File: config.mk
export PLATFORM = sky130hd
export DESIGN_NAME = sem_grad
export DESIGN_NICKNAME = d
export VERILOG_FILES = /design/src/hw/rtl/assert_macros.svh /design/src/hw/rtl/sem_pkg.sv /design/src/hw/rtl/sem_grad.sv
export SDC_FILE = /design/constraint.sdc
export NUM_CORES = 2
export LEC_CHECK = 0
export BUFFER_PORTS_ARGS = -buffer_cell sky130_fd_sc_hd__buf_2
export CAP_MARGIN = 20
export CORE_MARGIN = 1.5
export CORE_UTILIZATION = 49
export DETAILED_ROUTE_END_ITERATION = 8
export PLACE_DENSITY = 0.65
export SLEW_MARGIN = 30
export SYNTH_ARGS = -nofsm -noshare
export SYNTH_HDL_FRONTEND = slang
export SYNTH_SLANG_ARGS = --single-unit
File: constraint.sdc
create_clock -name clk_i -period 12.4 [get_ports clk_i]
set_input_delay 2.48 -clock clk_i [delete_from_list [all_inputs] [get_ports clk_i]]
set_output_delay 2.48 -clock clk_i [all_outputs]
set_load 0.005 [all_outputs]
File: src/hw/rtl/assert_macros.svh
// ----------------------------------------------------------------------------
// Assertion macros
// Concurrent assertion wrappers, empty when SYNTHESIS is defined.
// ----------------------------------------------------------------------------
`ifndef ASSERT_MACROS_SVH
`define ASSERT_MACROS_SVH
`ifndef SYNTHESIS
`define SEM_ASSERT(lbl, clk, rstn, prop) \
  lbl: assert property (@(posedge clk) disable iff (!rstn) prop) \
    else $error("assertion failed");
`define SEM_ASSERT_ALWAYS(lbl, clk, prop) \
  lbl: assert property (@(posedge clk) prop) else $error("assertion failed");
`else
`define SEM_ASSERT(lbl, clk, rstn, prop)
`define SEM_ASSERT_ALWAYS(lbl, clk, prop)
`endif
`endif

File: src/hw/rtl/sem_pkg.sv
// ----------------------------------------------------------------------------
// sem_pkg
// Shared constants and types of the Sobel edge magnitude core.
// ----------------------------------------------------------------------------
`default_nettype none

package sem_pkg;

  localparam int MAX_WIDTH  = 1024;
  localparam int ADDR_W     = $clog2(MAX_WIDTH);
  localparam int WIDTH_W    = 11;
  localparam int HEIGHT_W   = 16;
  localparam int CFG_W      = 16;
  localparam int PIX_W      = 24;
  localparam int CH_W       = 8;
  localparam int ROOT_W     = 8;
  localparam int GRAD_W     = 11;
  localparam int SQ_W       = 16;
  localparam int SUM_W      = 22;
  localparam int SAT_LIMIT  = 65280;

  localparam logic REG_WIDTH  = 1'b0;
  localparam logic REG_HEIGHT = 1'b1;

  typedef logic [PIX_W-1:0] pix_t;
  typedef logic [2:0][PIX_W-1:0] col_t;   // index 0 = top row
  typedef logic [8:0][PIX_W-1:0] win_t;   // index row * 3 + column

  typedef struct packed {
    logic              sat;
    logic [SQ_W-1:0]   s;
    logic [ROOT_W-1:0] n;
  } sq_lane_t;

  typedef struct packed {
    logic               valid;
    logic               fe;
    sq_lane_t [2:0]     lane;   // 0 = red, 1 = green, 2 = blue
  } sq_word_t;

  typedef struct packed {
    logic              pix;
    pix_t              px;
    logic [ADDR_W-1:0] addr;
    logic              emit;
    logic              zero_col;
    logic              fe;
    logic [2:0]        row_ok;
    logic [2:0]        col_ok;
  } ctl_t;

endpackage

`default_nettype wire

File: src/hw/rtl/sem_grad.sv
// ----------------------------------------------------------------------------
// sem_grad
// Sobel Gx/Gy per channel, then Gx^2 + Gy^2 with saturation flag.
// ----------------------------------------------------------------------------
`default_nettype none

module sem_grad (
  input  wire logic          clk_i,
  input  wire logic          rst_ni,
  input  wire logic          valid_i,
  input  wire logic          fe_i,
  input  wire sem_pkg::win_t win_i,
  output logic               busy_o,
  output sem_pkg::sq_word_t  word_o
);
  import sem_pkg::*;

  logic signed [GRAD_W-1:0] gx_d [3];
  logic signed [GRAD_W-1:0] gy_d [3];
  logic signed [GRAD_W-1:0] gx_q [3];
  logic signed [GRAD_W-1:0] gy_q [3];
  logic                     v1_q;
  logic                     fe1_q;
  logic signed [GRAD_W-1:0] e [9];
  logic signed [SUM_W-1:0]  gx2;
  logic signed [SUM_W-1:0]  gy2;
  logic [SUM_W-1:0]         ssum;
  sq_word_t                 word_d;
  sq_word_t                 word_q;

  always_comb begin
    for (int ch = 0; ch < 3; ch++) begin
      for (int k = 0; k < 9; k++) begin
        e[k] = $signed({3'b000, win_i[k][PIX_W-1-CH_W*ch -: CH_W]});
      end
      gx_d[ch] = (e[2] - e[0]) + ((e[5] - e[3]) <<< 1) + (e[8] - e[6]);
      gy_d[ch] = (e[6] + (e[7] <<< 1) + e[8]) - (e[0] + (e[1] <<< 1) + e[2]);
    end
  end

  always_ff @(posedge clk_i or negedge rst_ni) begin
    if (!rst_ni) begin
      v1_q <= 1'b0;
    end else begin
      v1_q <= valid_i;
    end
  end

  always_ff @(posedge clk_i) begin
    fe1_q <= fe_i;
    gx_q  <= gx_d;
    gy_q  <= gy_d;
  end

  always_comb begin
    gx2          = '0;
    gy2          = '0;
    ssum         = '0;
    word_d.valid = v1_q;
    word_d.fe    = fe1_q;
    for (int ch = 0; ch < 3; ch++) begin
      gx2  = gx_q[ch] * gx_q[ch];
      gy2  = gy_q[ch] * gy_q[ch];
      ssum = SUM_W'(gx2 + gy2);
      word_d.lane[ch].sat = ssum > SUM_W'(SAT_LIMIT);
      word_d.lane[ch].s   = ssum[SQ_W-1:0];
      word_d.lane[ch].n   = '0;
    end
  end

  always_ff @(posedge clk_i or negedge rst_ni) begin
    if (!rst_ni) begin
      word_q <= '0;
    end else begin
      word_q <= word_d;
    end
  end

  assign busy_o = v1_q;
  assign word_o = word_q;

endmodule

`default_nettype wire

==> results.py <==
metrics = {
    "status": {
        "status": "finished, final reports clean",
    },
    "logic_synthesis": {
        "ys_seq_area_frac": 0.0739,
        "synthXorXnorAreaFrac": 0.0517,
        "syn_avg_cell_area_um2": 9.45,
        "synth_top_family_by_area": "adder cells",
        "ys.flop_type": "dfxtp_1",
        "ys_types": 61,
        "synth_fa_ha_area_frac": 0.599,
        "synth.top_cell.area_share": 0.461,
        "synthesis.area_um2": 36400,
        "synth_area_leaders": "fa_1 46%, ha_1 14%, inv_1 13%",
        "synth_compound_area_frac": 0.0530,
        "synthSimpleGateAreaFrac": 0.0761,
        "synth_mux_area_frac": 0.000824,
        "synth-edff-count": 0,
        "yosysWarnings": 0,
        "async_flop_share": 0.446,
        "synth_top_area_cell": "fa_1",
        "syn_inst": 3857,
        "synth.ff_latch_count": 121,
    },
    "worst_setup_path": {
        "arrival_ps": 7670,
        "crit_start": "gy_q[10]",
        "startpoint_type": "flip-flop",
        "crit_buf_inv": 3,
        "crit_top_cell": "fa_1",
        "slowest_delay_ps": 810,
        "critPathRequiredTime_ps": 12760,
        "timing.rr.start": "gy_q[10]",
        "worst_path_max_delay_cell": "dfxtp_1",
        "crit_type": "reg2reg",
        "crit_chain": "nand2_1 -> inv_1 -> fa_1 -> inv_1 -> fa_1 -> inv_1 -> fa_1 -> fa_1 -> fa_1 -> fa_1 -> fa_1 -> ha_1 -> a21o_4 -> or2_0 -> o22ai_2 -> o21ai_2 -> a2111o_1 -> a21oi_2 -> xnor2_1 -> o2111ai_1",
        "critPathCaptureType": "flip-flop",
        "crit_fanout": 21,
        "r2r_setup_slack_ps": 5090,
        "cp_top_family": "adder cells",
    },
    "floorplanning": {
        "initial_core_util": 0.497,
        "die_h_um": 276,
        "die-area_um2": 76000,
        "ios": 298,
        "std_cell_rows": 99,
        "die_x_um": 276,
        "core_area_um2": 73300,
    },
    "global_routing": {
        "grt_pass1_wl_mm": 128,
        "grt_max_degree": 55,
        "grt_pass1_vias": 26000,
        "antenna_found_initial": 1,
        "track_usage": 0.217,
        "overflow": 0,
    },
    "min_path": {
        "holdCritStartpoint": "fe1_q",
        "hold_class": "reg2reg",
    },
    "drt": {
        "drt_iter0_drc": 884,
        "wire_per_inst_um": 15.0,
        "vias_per_cell": 4.76,
        "ant_nets": 0,
        "drc": 0,
        "routed_wl_mm": 75.8,
        "first_pass_iters": 5,
        "vias": 24000,
    },
    "finish": {
        "syn2layout_area_growth_pct": 7.57,
        "finalInstanceArea_um2": 39200,
        "num-nets-final": 5533,
        "final_util": 0.535,
        "antenna_cells": 0,
        "drive_gt1_frac": 0.0742,
    },
    "clock_network": {
        "cts_tree": "yes",
        "cts_hold_buf": 0,
        "post_cts_buffers": 0,
        "htreeDepth": 4,
        "clock_sinks": 121,
        "cts_inserted_buffers": 17,
        "clk_latency_ps": 500,
        "cts_max_path_buffers": 2,
        "cts_root_buf": "clkbuf_16",
        "clk_pin_slew_ps": 70,
        "ctsResizeCount": 0,
    },
    "run": {
        "maxCapViolCount": 0,
    },
    "timing": {
        "max_slew_margin": 0.495,
        "slew_violations": 0,
        "hold_violations": 0,
        "post-route-period-util": 0.589,
        "fin_ws_ps": 5090,
        "layout_min_cycle_time_ps": 7310,
        "tns_ps": 0,
        "rsz0062_at_grt": "false",
        "setup_viol": 0,
        "max_freq_mhz": 137,
        "skew_ps": 14.2,
        "worst_pin_slew_ps": 756,
    },
    "placement": {
        "hpwlAfterDp_mm": 68.1,
        "gp_congestion": 0.869,
        "preCtsSetupSlack_ps": 5070,
        "placed_area_um2": 38600,
        "port_buffers": 249,
    },
}
[kinds of logic after synthesis]
logic type               Yosys count
flip-flops                       121
multiplexers                       3
other                              1
XOR/XNOR                         213
AND/OR/NAND/NOR                  580
adder cells (fa/ha/maj)         1242
AO/OA/AOI/OAI                    310
buffers and inverters           1387
[metrics by stage]
step	hold slack [ps]	instances
6_report	328	5043
5_1_grt	343	5043
4_1_cts	328	5043
3_5_place_dp	320	5011
3_3_place_gp	320	5011
2_1_floorplan	316	3880
[cell usage in the layout (no fill, tap or decap), drive strengths merged, types with 13 or more instances in the layout]
| master | Yosys | layout |
|---|---|---|
| fa | 839 | 839 |
| dfxtp | 67 | 67 |
| xnor2 | 168 | 168 |
| o21ai | 59 | 59 |
| nand2b | 25 | 25 |
| buf | 24 | 254 |
| conb | 1 | 24 |
| dfrtp | 54 | 54 |
| a21oi | 120 | 120 |
| o21bai | 33 | 33 |
| a211oi | 13 | 13 |
| xor2 | 45 | 45 |
| and2 | 96 | 96 |
| inv | 1305 | 1315 |
| ha | 403 | 403 |
| nor2 | 107 | 107 |
| a21o | 43 | 43 |
| nand2 | 234 | 234 |
| clkbuf | 58 | 17 |
| nor2b | 72 | 72 |
[Yosys cell counts (13+ instances only)]
| cell | n |
|---|---|
| a211oi_1 | 13 |
| a21o_1 | 41 |
| a21oi_1 | 118 |
| and2_1 | 95 |
| buf_4 | 24 |
| clkbuf_1 | 58 |
| dfrtp_1 | 54 |
| dfxtp_1 | 67 |
| fa_1 | 839 |
| ha_1 | 403 |
| inv_1 | 1305 |
| nand2_1 | 234 |
| nand2b_1 | 25 |
| nor2_1 | 107 |
| nor2b_1 | 72 |
| o21ai_0 | 22 |
| o21ai_1 | 36 |
| o21bai_1 | 33 |
| xnor2_1 | 167 |
| xor2_1 | 45 |
[path summary, 6_finish.rpt]
path | end | depth (start not counted)
worst min register to register | word_o[75] | 0
worst max-delay path | word_o[74] | 20
worst max register to register | word_o[74] | 20
max in group asynchronous | word_o[70] | 1
min in group asynchronous | word_o[22] | 1
worst min-delay path | word_o[75] | 0
[state kept, by name (all words and copies together), names as in the netlist]
register  count
busy_o        1
fe1_q         1
gx_q         33
gy_q         33
word_o       53
[final cells by class]
cell class                 instances  area, µm²
clock buffer                      17        425
multi-input combinational       2372      28500
clock inverter                    15        154
sequential                       121       2690
inverter                        1305       4900
fill                            6718      34100
tap                              959       1200
timing repair buffer             254       1290
[routing by layer]
layer / vias up / share of wire / global-route usage
li1: 11500 / - / -
met1: 12000 / 0.44 / 0.291
met2: 435 / 0.49 / 0.366
met3: 78 / 0.040 / 0.0300
met4: 2 / 0.024 / 0.0656
met5: - / 0.00017 / 0
[worst reg2reg max path, cell delays in order, from the launching register on]
cell and delay (ps):
dfxtp_1 810, nand2_1 390, inv_1 450, fa_1 500, inv_1 80, fa_1 400
inv_1 80, fa_1 440, fa_1 600, fa_1 440, fa_1 510, fa_1 410
ha_1 380, a21o_4 270, or2_0 230, o22ai_2 200, o21ai_2 120, a2111o_1 430
a21oi_2 150, xnor2_1 140, o2111ai_1 140
Power is not shown: default switching activity piles up to over one toggle a cycle in this logic, so the estimate is an artifact.
