**config.mk**
```make
export PLATFORM = sky130hd
export DESIGN_NAME = sem_sqrt_cell
export DESIGN_NICKNAME = d
export VERILOG_FILES = /design/src/hw/rtl/assert_macros.svh /design/src/hw/rtl/sem_pkg.sv /design/src/hw/rtl/sem_sqrt_cell.sv
export SDC_FILE = /design/constraint.sdc
export NUM_CORES = 1
export LEC_CHECK = 0
export ABC_AREA = 1
export BUFFER_PORTS_ARGS = -buffer_cell sky130_fd_sc_hd__buf_2
export CORE_MARGIN = 2
export CORE_UTILIZATION = 60
export CTS_CLUSTER_DIAMETER = 100
export DETAILED_ROUTE_END_ITERATION = 12
export PLACE_DENSITY = 0.85
export SLEW_MARGIN = 20
export SYNTH_ARGS = -nofsm -noshare
export SYNTH_HDL_FRONTEND = slang
export SYNTH_SLANG_ARGS = --single-unit
```
**constraint.sdc**
```tcl
create_clock -name clk_i -period 1.14 [get_ports clk_i]
set_clock_uncertainty 0.2 [all_clocks]
set_input_delay 0.057 -clock clk_i [delete_from_list [all_inputs] [get_ports clk_i]]
set_output_delay 0.057 -clock clk_i [all_outputs]
set_load 0.005 [all_outputs]
```
**src/hw/rtl/assert_macros.svh**
```systemverilog
// ----------------------------------------------------------------------------
// Assertion macros
// Concurrent assertion wrappers, empty when SYNTHESIS is defined.
// ----------------------------------------------------------------------------
`ifndef ASSERT_MACROS_SVH
`define ASSERT_MACROS_SVH
`ifndef SYNTHESIS
`define SEM_ASSERT(lbl, clk, rstn, prop) \
  lbl: assert property (@(posedge clk) disable iff (!rstn) prop) \
    else $error("assertion failed");
`define SEM_ASSERT_ALWAYS(lbl, clk, prop) \
  lbl: assert property (@(posedge clk) prop) else $error("assertion failed");
`else
`define SEM_ASSERT(lbl, clk, rstn, prop)
`define SEM_ASSERT_ALWAYS(lbl, clk, prop)
`endif
`endif

```
**src/hw/rtl/sem_pkg.sv**
```systemverilog
// ----------------------------------------------------------------------------
// sem_pkg
// Shared constants and types of the Sobel edge magnitude core.
// ----------------------------------------------------------------------------
`default_nettype none

package sem_pkg;

  localparam int MAX_WIDTH  = 1024;
  localparam int ADDR_W     = $clog2(MAX_WIDTH);
  localparam int WIDTH_W    = 11;
  localparam int HEIGHT_W   = 16;
  localparam int CFG_W      = 16;
  localparam int PIX_W      = 24;
  localparam int CH_W       = 8;
  localparam int ROOT_W     = 8;
  localparam int GRAD_W     = 11;
  localparam int SQ_W       = 16;
  localparam int SUM_W      = 22;
  localparam int SAT_LIMIT  = 65280;

  localparam logic REG_WIDTH  = 1'b0;
  localparam logic REG_HEIGHT = 1'b1;

  typedef logic [PIX_W-1:0] pix_t;
  typedef logic [2:0][PIX_W-1:0] col_t;   // index 0 = top row
  typedef logic [8:0][PIX_W-1:0] win_t;   // index row * 3 + column

  typedef struct packed {
    logic              sat;
    logic [SQ_W-1:0]   s;
    logic [ROOT_W-1:0] n;
  } sq_lane_t;

  typedef struct packed {
    logic               valid;
    logic               fe;
    sq_lane_t [2:0]     lane;   // 0 = red, 1 = green, 2 = blue
  } sq_word_t;

  typedef struct packed {
    logic              pix;
    pix_t              px;
    logic [ADDR_W-1:0] addr;
    logic              emit;
    logic              zero_col;
    logic              fe;
    logic [2:0]        row_ok;
    logic [2:0]        col_ok;
  } ctl_t;

endpackage

`default_nettype wire

```
**src/hw/rtl/sem_sqrt_cell.sv**
```systemverilog
// ----------------------------------------------------------------------------
// sem_sqrt_cell
// One bit of the integer square root, three channels side by side.
// ----------------------------------------------------------------------------
`default_nettype none

module sem_sqrt_cell (
  input  wire logic                       clk_i,
  input  wire logic                       rst_ni,
  input  wire logic [sem_pkg::ROOT_W-1:0] bit_i,
  input  wire sem_pkg::sq_word_t          word_i,
  output sem_pkg::sq_word_t               word_o
);
  import sem_pkg::*;

  logic [ROOT_W-1:0] t;
  logic [SQ_W-1:0]   tt;
  sq_word_t          word_d;
  sq_word_t          word_q;

  always_comb begin
    word_d = word_i;
    t      = '0;
    tt     = '0;
    for (int ch = 0; ch < 3; ch++) begin
      t  = word_i.lane[ch].n | bit_i;
      tt = t * t;
      if (tt <= word_i.lane[ch].s) begin
        word_d.lane[ch].n = t;
      end
    end
  end

  always_ff @(posedge clk_i or negedge rst_ni) begin
    if (!rst_ni) begin
      word_q <= '0;
    end else begin
      word_q <= word_d;
    end
  end

  assign word_o = word_q;

endmodule

`default_nettype wire

```
==> results of run 1 <==
-- repair_timing --
| action | CTS |
|---|---|
| hold buffers | 75 |
| gates cloned | 4 |
| hold endpoints to repair | 154 |
| buffers inserted | 16 |
| pin swaps | 46 |
| resized for setup | 74 |
| endpoints found under the setup margin | 28 |
-- cells in the mapped netlist --
cell      number  area, um^2
nand4_4        3        63.8
a31oi_1        8        50.1
nor2_4         7        78.8
inv_1        251         942
o21ba_2        1        10.0
fa_1          75        1500
nor2_2         5        31.3
a21oi_2        2        17.5
xnor2_1       15         131
o21ai_0        9        45.0
ha_1         129        1610
a21oi_1       38         190
nand3_1       49         245
nor2_1       120         450
nand2_1      223         837
inv_2          6        22.5
nor3_1         5        25.0
nand2_4        6        67.6
nand2_2        6        37.5
dfrtp_1       77        1930
nand3b_1       1        7.51
o21ai_1        2        10.0
o21bai_1       6        45.0
xor2_1        25         219
nand4_1        1        6.26
conb_1         2        7.51
a21o_1         4        30.0
-- metrics by stage --
stage,util (%),hold slack (ns)
after CTS,92.1,-0.235
after detailed placement,81.1,-0.0857
after floorplan,-,-0.439
after global placement,81.1,-0.0931
-- cell families after synthesis --
group | synth area share, %
xor+xnor | 4.07
simple gates | 21.5
buf+inv | 11.2
other cells | 0.0872
fa+ha+maj | 36.2
compound gates | 4.62
flops | 22.4
==> impl_results.md, run 1 <==
- Root buf cell: clkbuf_16
- Post-place setup slack: -4.02 ns
- Error: [ERROR DPL-0038] Utilization greater than 100%, impossible to legalize
- H-tree depth: 3
- Buffers on Ports: 163
- Syn Area/Cell: 8.00 um^2
- Failed at: 5_1_grt
- DP Area: 11300 um^2
- Initial Utilization: 61.8%
- Die X: 124 um
- CTS Buf Count: 9
- HPWL Detailed: 20300 um
- Worst endpoint type: register data pin
- Synth Register Bits: 77
- RePlAce Congestion: 1.04
- Mapped cell area: 8610 um^2
- Sequential area share after synthesis: 22.4%
- I/O pin cnt: 164
- Post-GRT worst EP: word_o[52]$_DFF_PN0_/D
- Cell variety after synth: 27
- Placed insts: 1597
- Outcome: stopped before the end
- Std-Cell Rows: 43
- Cells after Synth: 1076
- Largest net degree at the start of global routing: 78
- CTS sink count: 77
- Clock Tree Buf Depth: 2
- Die height: 124 um
- Yosys warnings: 0
==> run 2: changes to the inputs <==
CORE_UTILIZATION = 40   (was 60)
CTS_CLUSTER_DIAMETER = unset   (was 100)
PLACE_DENSITY = unset   (was 0.85)
PLACE_DENSITY_LB_ADDON = 0.15   (was unset)
==> impl_results.md, run 2 <==
- Worst setup SP type: input port
- I/O pin cnt: 164 (unchanged)
- CTS sink count: 77 (unchanged)
- Area leader, netlist: dfrtp_1 (unchanged)
- 1st-pass router iterations: 4
- Commonest non-fill, non-tap cell in the layout: inv_1
- Die Area: 22700 um^2
- # nets final: 1823
- Pwr/cell area: 3150 nW/um^2
- Largest net degree at the start of global routing: 78
- Max-cap violations: 0
- Type of the worst min-delay path: in2reg
- Count leader, synth: inv_1 (unchanged)
- Syn Area/Cell: 8.00 um^2 (unchanged)
- Yosys top cell area share: 22.4% (unchanged)
- Slew HR: 60.3%
- Worst path max stage delay: 0.52 ns
- Critical path required time: 1.18 ns
- Met3 Usage GRT: 3.85%
- GRT overflow: 0
- Leakage power total: 0.00729 uW
- Met2 Usage GRT: 37.4%
- Clock Power Share: 8.5%
- Post-place setup slack: -4.13 ns (was -4.02 ns)
- Overall power: 41800 uW
- Mapped cell area: 8610 um^2 (unchanged)
- Post-synth EDFFs: 0 (unchanged)
- Placed insts: 1695 (was 1597)
- Vias/cell: 4.57
- Outcome: finished with violations (was stopped before the end)
- Initial antenna violation count: 1
- Final setup viols: 26
- Layout cell share with drive strength beyond 1: 36.3%
- Clock slew at reported path FFs: 0.08 ns
- Core Area: 21100 um^2
- Unrepaired setup endpoints after global routing: true
- Synth Register Bits: 77 (unchanged)
- Std-Cell Rows: 53 (was 43)
- Setup slack after layout: -3.57 ns
- Root buf cell: clkbuf_16 (unchanged)
- Die X: 151 um (was 124 um)
- Die height: 151 um (was 124 um)
- Cells after Synth: 1076 (unchanged)
- Min Tclk post-route: 4.71 ns
- CP dominant cell by count: nand2_2
- CP max-delay cell: fa_1
- NetSw: 20600 uW
- CTS tree: done
- Gr usage total: 21.9%
- Top post-synthesis cells by area: dfrtp_1 (22%), ha_1 (19%), fa_1 (17%) (unchanged)
- Met1 usage: 29.1%
- CP startpoint: bit_i[6]
- HPWL Detailed: 19200 um (was 20300 um)
- Non-filler instance count after layout: 1813
- Main flop type after synthesis: dfrtp_1 (unchanged)
- Final worst path period share: 414%
- Violated checks: negative hold slack, negative setup slack
- Crit end category: register
- Largest register FFs: 77
- Hold Worst Slack: -0.174 ns
- Post-synth ARST share: 100% (unchanged)
- # DRC: 0
- Vias in the first global route: 8018
- Cell variety after synth: 27 (unchanged)
- Final Max Slew Viols: 0
- Sequential area share after synthesis: 22.4% (unchanged)
- Most frequent cells in the layout: inv_1 (229), buf_4 (189), nand2_1 (180), buf_2 (154), ha_1 (116)
- Internal Power: 21300 uW
- Critical path peak fanout: 8
- Starting DRT DRC Count: 305
- Fin. Hold Viols: 10
- Worst path arrival time: 4.75 ns
- WL final: 24800 um
- RePlAce Congestion: 0.879 (was 1.04)
- Critical hold path startpoint: word_i[27]
- Buffers on Ports: 163 (unchanged)
- Layout area overhead: 54.4%
- Slew @ Worst Pin: 0.594 ns
- Fmax: 212 MHz
- Comb pwr share: 83.2%
- Routed vias: 8277
- Grt peak-use layer: met2
- First-pass GRT wire length: 38500 um
- H-tree depth: 3 (unchanged)
- Yosys warnings: 0 (unchanged)
- Commonest cells post-synth: inv_1 (251), nand2_1 (223), ha_1 (129) (unchanged)
- Routed wire per std cell: 13.7 um
- Sw frac: 49.2%
- Final ANT Viol Nets: 0
- Worst Setup Path Type: in2reg
- CTS Buf Count: 9 (unchanged)
- Reg power frac: 8.4%
- VDD IR max: 2.20 mV
- Clock Tree Buf Depth: 2 (unchanged)
- Initial Utilization: 40.8% (was 61.8%)
run 2: cell counts after synthesis:
Identical to the previous run, type by type.
run 2: cell type report:
cell class,instances,area (um^2)
inverters,257,965
clock inverters,7,121
fillers,1843,7790
well taps,275,344
clock buffers,9,225
flip-flops and latches,77,1930
multi-input cells,750,6530
diodes,1,2.50
repair buffers,437,3190
run 2: routing by layer:
metal	vias to the layer above	part of all wire, %
met5	-	0
met4	0	1.3
met3	20	5.0
met2	169	49
met1	3884	45
li1	4204	-
run 2: timing repair:
action                     CTS  global route
cloned                       2             2
hold endpoints to repair   154            10
hold buffers                76             2
gates resized for setup     49            75
setup endpoints to repair   27            32
pin swaps                   24            33
setup buffers                9            10
run 2: cells by family (layout without fill, tap and decap cells):
group | Yosys count | after routing | share of synthesized area (%)
other | 2 | 7 | 0.0872
AOI/OAI and AO/OA | 70 | 70 | 4.62
DFF | 77 | 77 | 22.4
buffers and inverters | 257 | 710 | 11.2
xor gates and xnor gates | 40 | 40 | 4.07
adders and majority gates | 204 | 204 | 36.2
and+or+nand+nor | 426 | 430 | 21.5
run 2: stage by stage:
step	cell area [um^2]	TNS, ns	utilization, %
after floorplan	8940	-79.21	-
after global placement	11400	-92.54	54.3
after detailed placement	11400	-93.48	54.3
after CTS	12800	-83.42	60.9
after global routing	13300	-89.51	63.0
final	13300	-84.36	63.0
run 2: power groups by stage:
stage	registers [uW]	logic, uW	clock network [uW]
2_1_floorplan	3570	20700	0
3_3_place_gp	3560	29800	0
3_5_place_dp	3530	30200	0
4_1_cts	3490	32000	3630
5_1_grt	3530	39200	3740
6_report	3500	34800	3530
run 2: critical path: cells and delay by family:
family / cells / cell delay, ns
simple gates: 17 / 1.67
fa+ha+maj: 6 / 2.47
buf+inv: 7 / 0.57
run 2: final timing paths:
kind	to	cells after the start	slack, ns
max in group asynchronous	word_o[29]$_DFF_PN0_	3	0.30
hold / removal	word_o[27]$_DFF_PN0_	3	-0.17
setup / recovery	word_o[32]$_DFF_PN0_	30	-3.57
min in group asynchronous	word_o[20]$_DFF_PN0_	3	0.08
(Power assumes the default switching activity.)
