**config.mk**
```make
export PLATFORM = sky130hd
export DESIGN_NAME = sem_win_cell
export DESIGN_NICKNAME = d
export VERILOG_FILES = /design/src/hw/rtl/assert_macros.svh /design/src/hw/rtl/sem_pkg.sv /design/src/hw/rtl/sem_win_cell.sv
export SDC_FILE = /design/constraint.sdc
export NUM_CORES = 1
export LEC_CHECK = 0
export CELL_PAD_IN_SITES_DETAIL_PLACEMENT = 2
export CELL_PAD_IN_SITES_GLOBAL_PLACEMENT = 2
export CORE_UTILIZATION = 40
export DETAILED_ROUTE_END_ITERATION = 8
export DONT_BUFFER_PORTS = 1
export PLACE_DENSITY = 0.84
export SLEW_MARGIN = 20
export SYNTH_ARGS = -nofsm -noshare
export SYNTH_HDL_FRONTEND = slang
export SYNTH_SLANG_ARGS = --single-unit
```
**constraint.sdc**
```tcl
create_clock -name clk_i -period 1.25 [get_ports clk_i]
set_clock_uncertainty 0.15 [all_clocks]
set_input_delay 0.0625 -clock clk_i [delete_from_list [all_inputs] [get_ports clk_i]]
set_output_delay 0.0625 -clock clk_i [all_outputs]
set_load 0.02 [all_outputs]
```
**src/hw/rtl/assert_macros.svh**
```systemverilog
// ----------------------------------------------------------------------------
// Assertion macros
// Concurrent assertion wrappers, empty when SYNTHESIS is defined.
// ----------------------------------------------------------------------------
`ifndef ASSERT_MACROS_SVH
`define ASSERT_MACROS_SVH
`ifndef SYNTHESIS
`define SEM_ASSERT(lbl, clk, rstn, prop) \
  lbl: assert property (@(posedge clk) disable iff (!rstn) prop) \
    else $error("assertion failed");
`define SEM_ASSERT_ALWAYS(lbl, clk, prop) \
  lbl: assert property (@(posedge clk) prop) else $error("assertion failed");
`else
`define SEM_ASSERT(lbl, clk, rstn, prop)
`define SEM_ASSERT_ALWAYS(lbl, clk, prop)
`endif
`endif

```
**src/hw/rtl/sem_pkg.sv**
```systemverilog
// ----------------------------------------------------------------------------
// sem_pkg
// Shared constants and types of the Sobel edge magnitude core.
// ----------------------------------------------------------------------------
`default_nettype none

package sem_pkg;

  localparam int MAX_WIDTH  = 1024;
  localparam int ADDR_W     = $clog2(MAX_WIDTH);
  localparam int WIDTH_W    = 11;
  localparam int HEIGHT_W   = 16;
  localparam int CFG_W      = 16;
  localparam int PIX_W      = 24;
  localparam int CH_W       = 8;
  localparam int ROOT_W     = 8;
  localparam int GRAD_W     = 11;
  localparam int SQ_W       = 16;
  localparam int SUM_W      = 22;
  localparam int SAT_LIMIT  = 65280;

  localparam logic REG_WIDTH  = 1'b0;
  localparam logic REG_HEIGHT = 1'b1;

  typedef logic [PIX_W-1:0] pix_t;
  typedef logic [2:0][PIX_W-1:0] col_t;   // index 0 = top row
  typedef logic [8:0][PIX_W-1:0] win_t;   // index row * 3 + column

  typedef struct packed {
    logic              sat;
    logic [SQ_W-1:0]   s;
    logic [ROOT_W-1:0] n;
  } sq_lane_t;

  typedef struct packed {
    logic               valid;
    logic               fe;
    sq_lane_t [2:0]     lane;   // 0 = red, 1 = green, 2 = blue
  } sq_word_t;

  typedef struct packed {
    logic              pix;
    pix_t              px;
    logic [ADDR_W-1:0] addr;
    logic              emit;
    logic              zero_col;
    logic              fe;
    logic [2:0]        row_ok;
    logic [2:0]        col_ok;
  } ctl_t;

endpackage

`default_nettype wire

```
**src/hw/rtl/sem_win_cell.sv**
```systemverilog
// ----------------------------------------------------------------------------
// sem_win_cell
// One column of the 3x3 window; takes its neighbour's column on a shift.
// ----------------------------------------------------------------------------
`default_nettype none

module sem_win_cell (
  input  wire logic          clk_i,
  input  wire logic          rst_ni,
  input  wire logic          clr_i,
  input  wire logic          shift_i,
  input  wire sem_pkg::col_t col_i,
  output sem_pkg::col_t      col_o
);
  import sem_pkg::*;

  col_t col_q;

  always_ff @(posedge clk_i or negedge rst_ni) begin
    if (!rst_ni) begin
      col_q <= '0;
    end else if (clr_i) begin
      col_q <= '0;
    end else if (shift_i) begin
      col_q <= col_i;
    end
  end

  assign col_o = col_q;

endmodule

`default_nettype wire

```
==> impl_metrics.json, run 1 <==
{
  "fmax_mhz": 972,
  "floorplan.die.width_um": 87.7,
  "place.detailed.hpwl_mm": 4.40,
  "syn_inst": 232,
  "placedCellCount": 312,
  "grt_antenna_before_repair": 0,
  "postCtsSetupRepairBufs": 0,
  "clockBufferDepth": 2,
  "cellPowerDensity_nw_per_um2": 1510,
  "stdcell_area_um2": 3100,
  "violated_checks": "negative hold slack",
  "tritoncts_clock_tree": "done",
  "detail_route.vias_per_cell": 5.23,
  "library_cell_occupying_the_most_area_in_the_post_synthesis_netlist": "dfrtp_1",
  "peakVddDrop_v": 0.000473,
  "detail-route-antenna-nets": 0,
  "final_layout_size_suffix_gt1_share_pct": 6.06,
  "largest_reg_flops": 72,
  "pin_count_of_the_biggest_net_entering_global_routing": 73,
  "drt_iter0_drc": 68,
  "die-height_um": 87.7,
  "synth_top_cell_area_share_pct": 61.3,
  "number_of_cells_upsized_or_downsized_after_cts": 0,
  "seq_area_frac_synth_pct": 61.3,
  "core_um2": 6940,
  "total_leakage_power_nw": 1.61,
  "gpl.final_weighted_congestion": 0.655,
  "nets_in_the_synthesized_netlist": 308,
  "critical_path.max_fanout": 2,
  "relSlewSlack_pct": 82.8,
  "setup_repair_after_global_routing_missed_its_margin": "false",
  "crit_required_ns": 1.04,
  "top_level_ports": 148,
  "netlist_area_um2": 2940,
  "worstMarginPinSlew_ns": 0.259,
  "netlist_top_cells_area": "dfrtp_1 (61%), mux2i_1 (25%), nor2_1 (9.2%)",
  "instances_no_fill": 327,
  "worst-endpoint-arrival_ns": 0.82,
  "clkSinkCount": 72,
  "initial_utilization_pct": 42.3,
  "finish.net_count": 303,
  "min_path_type": "in2async",
  "root_buffer": "clkbuf_8",
  "drcViolationCount": 0,
  "postRouteWirelength_mm": 6.52,
  "global_route_wire_length_before_repair_mm": 10.1,
  "final.setup.worst_slack_ns": 0.221,
  "yosys.area_share.simple_pct": 9.19,
  "areaGrowthSynthToFinish_pct": 5.40,
  "cts_made_buffers": 9,
  "post-route-period-util_pct": 82.3,
  "drt-pass1-iter-count": 3,
  "placement.io_buffers": 0,
  "report.final.hold_viol_count": 144,
  "synthXorXnorAreaFrac_pct": 0,
  "ys_types": 8,
  "final_cell_mix": "mux2i_1 (72), nor2_1 (72), dfrtp_1 (72)",
  "placed_area_um2": 2910,
  "yosys-mux-area-fraction_pct": 24.5,
  "worstSetupPathType": "reg2out",
  "power.total_mw": 4.69,
  "antenna_cells_inserted": 0,
  "track_usage_pct": 17.5,
  "final_core_utilization_pct": 44.6,
  "final-max-slew-violation-count": 0,
  "synth-warning-count": 0,
  "critPathCaptureType": "primary output",
  "syn_area_per_cell_um2": 12.7,
  "final.hold.worst_slack_ns": -0.727,
  "clk-insertion-delay-late_ns": 0.33,
  "area_fraction_in_compound_gates_after_synthesis_pct": 0,
  "fp.dieArea_um2": 7700,
  "run_status": "finished with violations",
  "cts_max_level": 3,
  "max-cap-violations": 0,
  "final_period_minus_worst_setup_slack_ns": 1.03,
  "synth-adder-area-share_pct": 0,
  "floorplan.rows": 30,
  "route.vias.total": 1711,
  "clk_pin_slew_ns": 0.07,
  "totalNegativeSetupSlack_ns": 0,
  "place_ws_ns": 0.247,
  "globalRouteOverflowTotal": 0,
  "vias_in_the_first_global_route": 1953,
  "synth.ff_latch_count": 72,
  "routed_len_inst_um": 19.9,
  "critPathLaunchType": "flip-flop",
  "main_combinational_cell_family_by_area_after_synthesis": "multiplexers",
  "setup_viol_count_final": 0
}
cells in the mapped netlist (all sizes together):
master   n
clkbuf   3
dfrtp   72
buf     13
mux2i   72
nor2    72
cell families (layout without fill, tap and decap cells):
logic type	count (synthesis)	count (layout)
mux	72	72
flops	72	72
simple gates	72	72
buf+inv	16	15
routing by layer:
metal	GRT usage, %	share of wire (%)
met1	20.3	39
met2	29.5	49
met3	7.82	11
met4	4.92	0.66
met5	0	0
worst paths after layout:
path	depth (start not counted)	from	end	slack [ns]
worst max-delay path	0	col_o[13]$_DFFE_PN0P_	col_o[13]	0.22
worst min-delay path	0	rst_ni	col_o[40]$_DFFE_PN0P_	-0.73
worst max register to register	2	col_o[39]$_DFFE_PN0P_	col_o[39]$_DFFE_PN0P_	0.26
worst min register to register	2	col_o[45]$_DFFE_PN0P_	col_o[45]$_DFFE_PN0P_	0.52
max in group asynchronous	0	rst_ni	col_o[55]$_DFFE_PN0P_	1.54
min in group clk_i	1	clr_i	col_o[45]$_DFFE_PN0P_	-0.35
where the power goes:
group          total (mW)  internal (mW)  switching (mW)
Clock                1.74          0.956           0.784
Combinational       0.223          0.136          0.0864
Sequential           2.73           2.46           0.268
Total                4.69           3.55            1.14
final cells by class:
class / count / area (um^2)
well taps: 96 / 120
multi-input cells: 144 / 991
flip-flops and latches: 72 / 1800
clock buffers: 11 / 141
fillers: 707 / 3840
clock inverters: 4 / 45.0
Power figures use the tool's default switching activity.
==> run 2: changes to the inputs <==
--- a/config.mk
+++ b/config.mk
@@ -7,10 +7,10 @@
 export LEC_CHECK = 0
 export CELL_PAD_IN_SITES_DETAIL_PLACEMENT = 2
 export CELL_PAD_IN_SITES_GLOBAL_PLACEMENT = 2
-export CORE_UTILIZATION = 40
+export CORE_UTILIZATION = 34
 export DETAILED_ROUTE_END_ITERATION = 8
 export DONT_BUFFER_PORTS = 1
-export PLACE_DENSITY = 0.84
+export PLACE_DENSITY = 0.76
 export SLEW_MARGIN = 20
 export SYNTH_ARGS = -nofsm -noshare
 export SYNTH_HDL_FRONTEND = slang
==> constraint.sdc (replaced) <==
create_clock -name clk_i -period 0.9 [get_ports clk_i]
set_clock_uncertainty 0.15 [all_clocks]
set_input_delay 0.045 -clock clk_i [delete_from_list [all_inputs] [get_ports clk_i]]
set_output_delay 0.045 -clock clk_i [all_outputs]
set_load 0.02 [all_outputs]
==> impl_metrics.json, run 2 (synthesis gave the netlist of run 1 again) <==
{
  "reg2regPathDepth": 3,
  "initial_utilization_pct": 35.4,
  "globalRouteOverflowTotal": 0,
  "final.hold.worst_slack_ns": -0.742,
  "total_leakage_power_nw": 2.19,
  "cts_made_buffers": 9,
  "crit_required_ns": 0.70,
  "drt_iter0_drc": 43,
  "core_um2": 8300,
  "worst-endpoint-arrival_ns": 0.89,
  "grt_antenna_before_repair": 0,
  "gpl.final_weighted_congestion": 0.690,
  "clockBufferDepth": 2,
  "final_period_minus_worst_setup_slack_ns": 1.08,
  "drcViolationCount": 0,
  "cp_slowest_stage_delay_ns": 0.42,
  "violated_checks": "negative hold slack, negative setup slack",
  "max-cap-violations": 0,
  "die-height_um": 95.0,
  "drt-pass1-iter-count": 4,
  "route.vias.total": 2124,
  "placement.io_buffers": 0,
  "detail_route.vias_per_cell": 4.85,
  "pin_count_of_the_biggest_net_entering_global_routing": 73,
  "tritoncts_clock_tree": "done",
  "clkSinkCount": 72,
  "min_path_type": "in2async",
  "setup_repair_after_global_routing_missed_its_margin": "true",
  "critPathCaptureType": "primary output",
  "worstSetupPathType": "reg2out",
  "peakVddDrop_v": 0.000889,
  "power.total_mw": 6.86,
  "cts_max_level": 3,
  "timing.critical_path.max_delay_family": "flip-flops",
  "rrSetupSlack_ns": -0.14,
  "postRouteWirelength_mm": 8.14,
  "relSlewSlack_pct": 83.9,
  "fillCellCount": 811,
  "final_layout_size_suffix_gt1_share_pct": 35.1,
  "multiInputGateArea_um2": 1010,
  "worstMarginPinSlew_ns": 0.235,
  "final_core_utilization_pct": 50.0,
  "critPathLaunchType": "flip-flop",
  "antenna_cells_inserted": 0,
  "detail-route-antenna-nets": 0,
  "track_usage_pct": 18.2,
  "routed_len_inst_um": 18.6,
  "setup_viol_count_final": 105,
  "global_route_wire_length_before_repair_mm": 12.2,
  "run_status": "finished with violations",
  "vias_in_the_first_global_route": 2330,
  "areaGrowthSynthToFinish_pct": 41.2,
  "post-route-period-util_pct": 120,
  "root_buffer": "clkbuf_8",
  "path_cells": "buf_6",
  "fmax_mhz": 925,
  "clk-insertion-delay-late_ns": 0.32,
  "final_cell_mix": "buf_6 (77), nor2_1 (72), dfrtp_1 (72)",
  "fp.dieArea_um2": 9020,
  "largest_reg_flops": 72,
  "floorplan.rows": 33,
  "totalNegativeSetupSlack_ns": -13.70,
  "worst_path_max_delay_cell": "dfrtp_1",
  "cellPowerDensity_nw_per_um2": 1650,
  "critical_path.max_fanout": 2,
  "finish.net_count": 404,
  "final-max-slew-violation-count": 0,
  "commonest_non_fill_non_tap_cell_in_the_layout": "buf_6",
  "report.final.hold_viol_count": 144,
  "reg2reg_from": "col_o[4]$_DFFE_PN0P_",
  "top_level_ports": 148,
  "worst_flop_to_flop_path_endpoint": "col_o[4]$_DFFE_PN0P_",
  "place.detailed.hpwl_mm": 5.08,
  "floorplan.die.width_um": 95.0,
  "sequential_cell_area_um2": 1800,
  "clk_pin_slew_ns": 0.08,
  "final.setup.worst_slack_ns": -0.181,
  "crit_buf_inv": 1
}
## run 2: cell types whose count changed in the layout (fill, tap and decap cells not counted)
cell,change
buf_4,+24
buf_6,+77
bufinv_16,-1
clkbuf_1,+1
clkinv_2,+1
mux2i_1,-2
mux2i_2,+1
mux2i_4,+1
## run 2: what timing repair did
item	4_1_cts	5_1_grt
buffers inserted	20	9
endpoints found under the setup margin	73	115
endpoints found under the hold margin	144	144
pin swaps	0	6
cloned	0	0
resized for setup	72	8
## run 2: layout make-up
class                      instances  share of cell area [%]
clock inverter                     4                   0.482
clock buffer                      12                    3.50
sequential                        72                    43.4
timing repair buffer             101                    25.2
tap                              105                    3.16
multi-input combinational        144                    24.3
## run 2: where the power goes
group | internal (mW) | switching, mW | total (mW) | leakage (nW)
combinational | 0.625 | 0.477 | 1.10 | 1.15
sequential | 3.42 | 0.145 | 3.56 | 0.955
clock | 1.06 | 1.14 | 2.20 | 0.0899
total | 5.10 | 1.76 | 6.86 | 2.19
## run 2: layer usage
| metal | global-route usage (%) | up-vias | wire, um |
|---|---|---|---|
| met4 | 4.92 | 0 | 16 |
| met1 | 19.3 | 1073 | 2990 |
| met2 | 33.8 | 93 | 4530 |
| met3 | 6.20 | 2 | 602 |
| met5 | 0 | - | 0 |
| li1 | - | 956 | - |
## run 2: worst max-delay path by stage
stage	slack, ns	end	start	depth (start not counted)
finish	-0.18	col_o[4]	col_o[4]$_DFFE_PN0P_	1
global route	-0.22	col_o[28]	col_o[28]$_DFFE_PN0P_	1
CTS	-0.19	col_o[20]	col_o[20]$_DFFE_PN0P_	1
detailed placement	-0.002	col_o[36]$_DFFE_PN0P_	col_o[36]$_DFFE_PN0P_	2
global placement	0.06	col_o[38]$_DFFE_PN0P_	col_o[38]$_DFFE_PN0P_	2
floorplan	0.005	col_o[10]$_DFFE_PN0P_	col_o[10]$_DFFE_PN0P_	2
## run 2: stage by stage
| step | setup WS, ns | instance area (um^2) | cells |
|---|---|---|---|
| detailed placement | -0.00179 | 3460 | 393 |
| finish | -0.181 | 4150 | 438 |
| floorplan | 0.00519 | 2940 | 232 |
| global route | -0.223 | 4150 | 438 |
| CTS | -0.193 | 4050 | 429 |
| global placement | 0.0607 | 3460 | 393 |
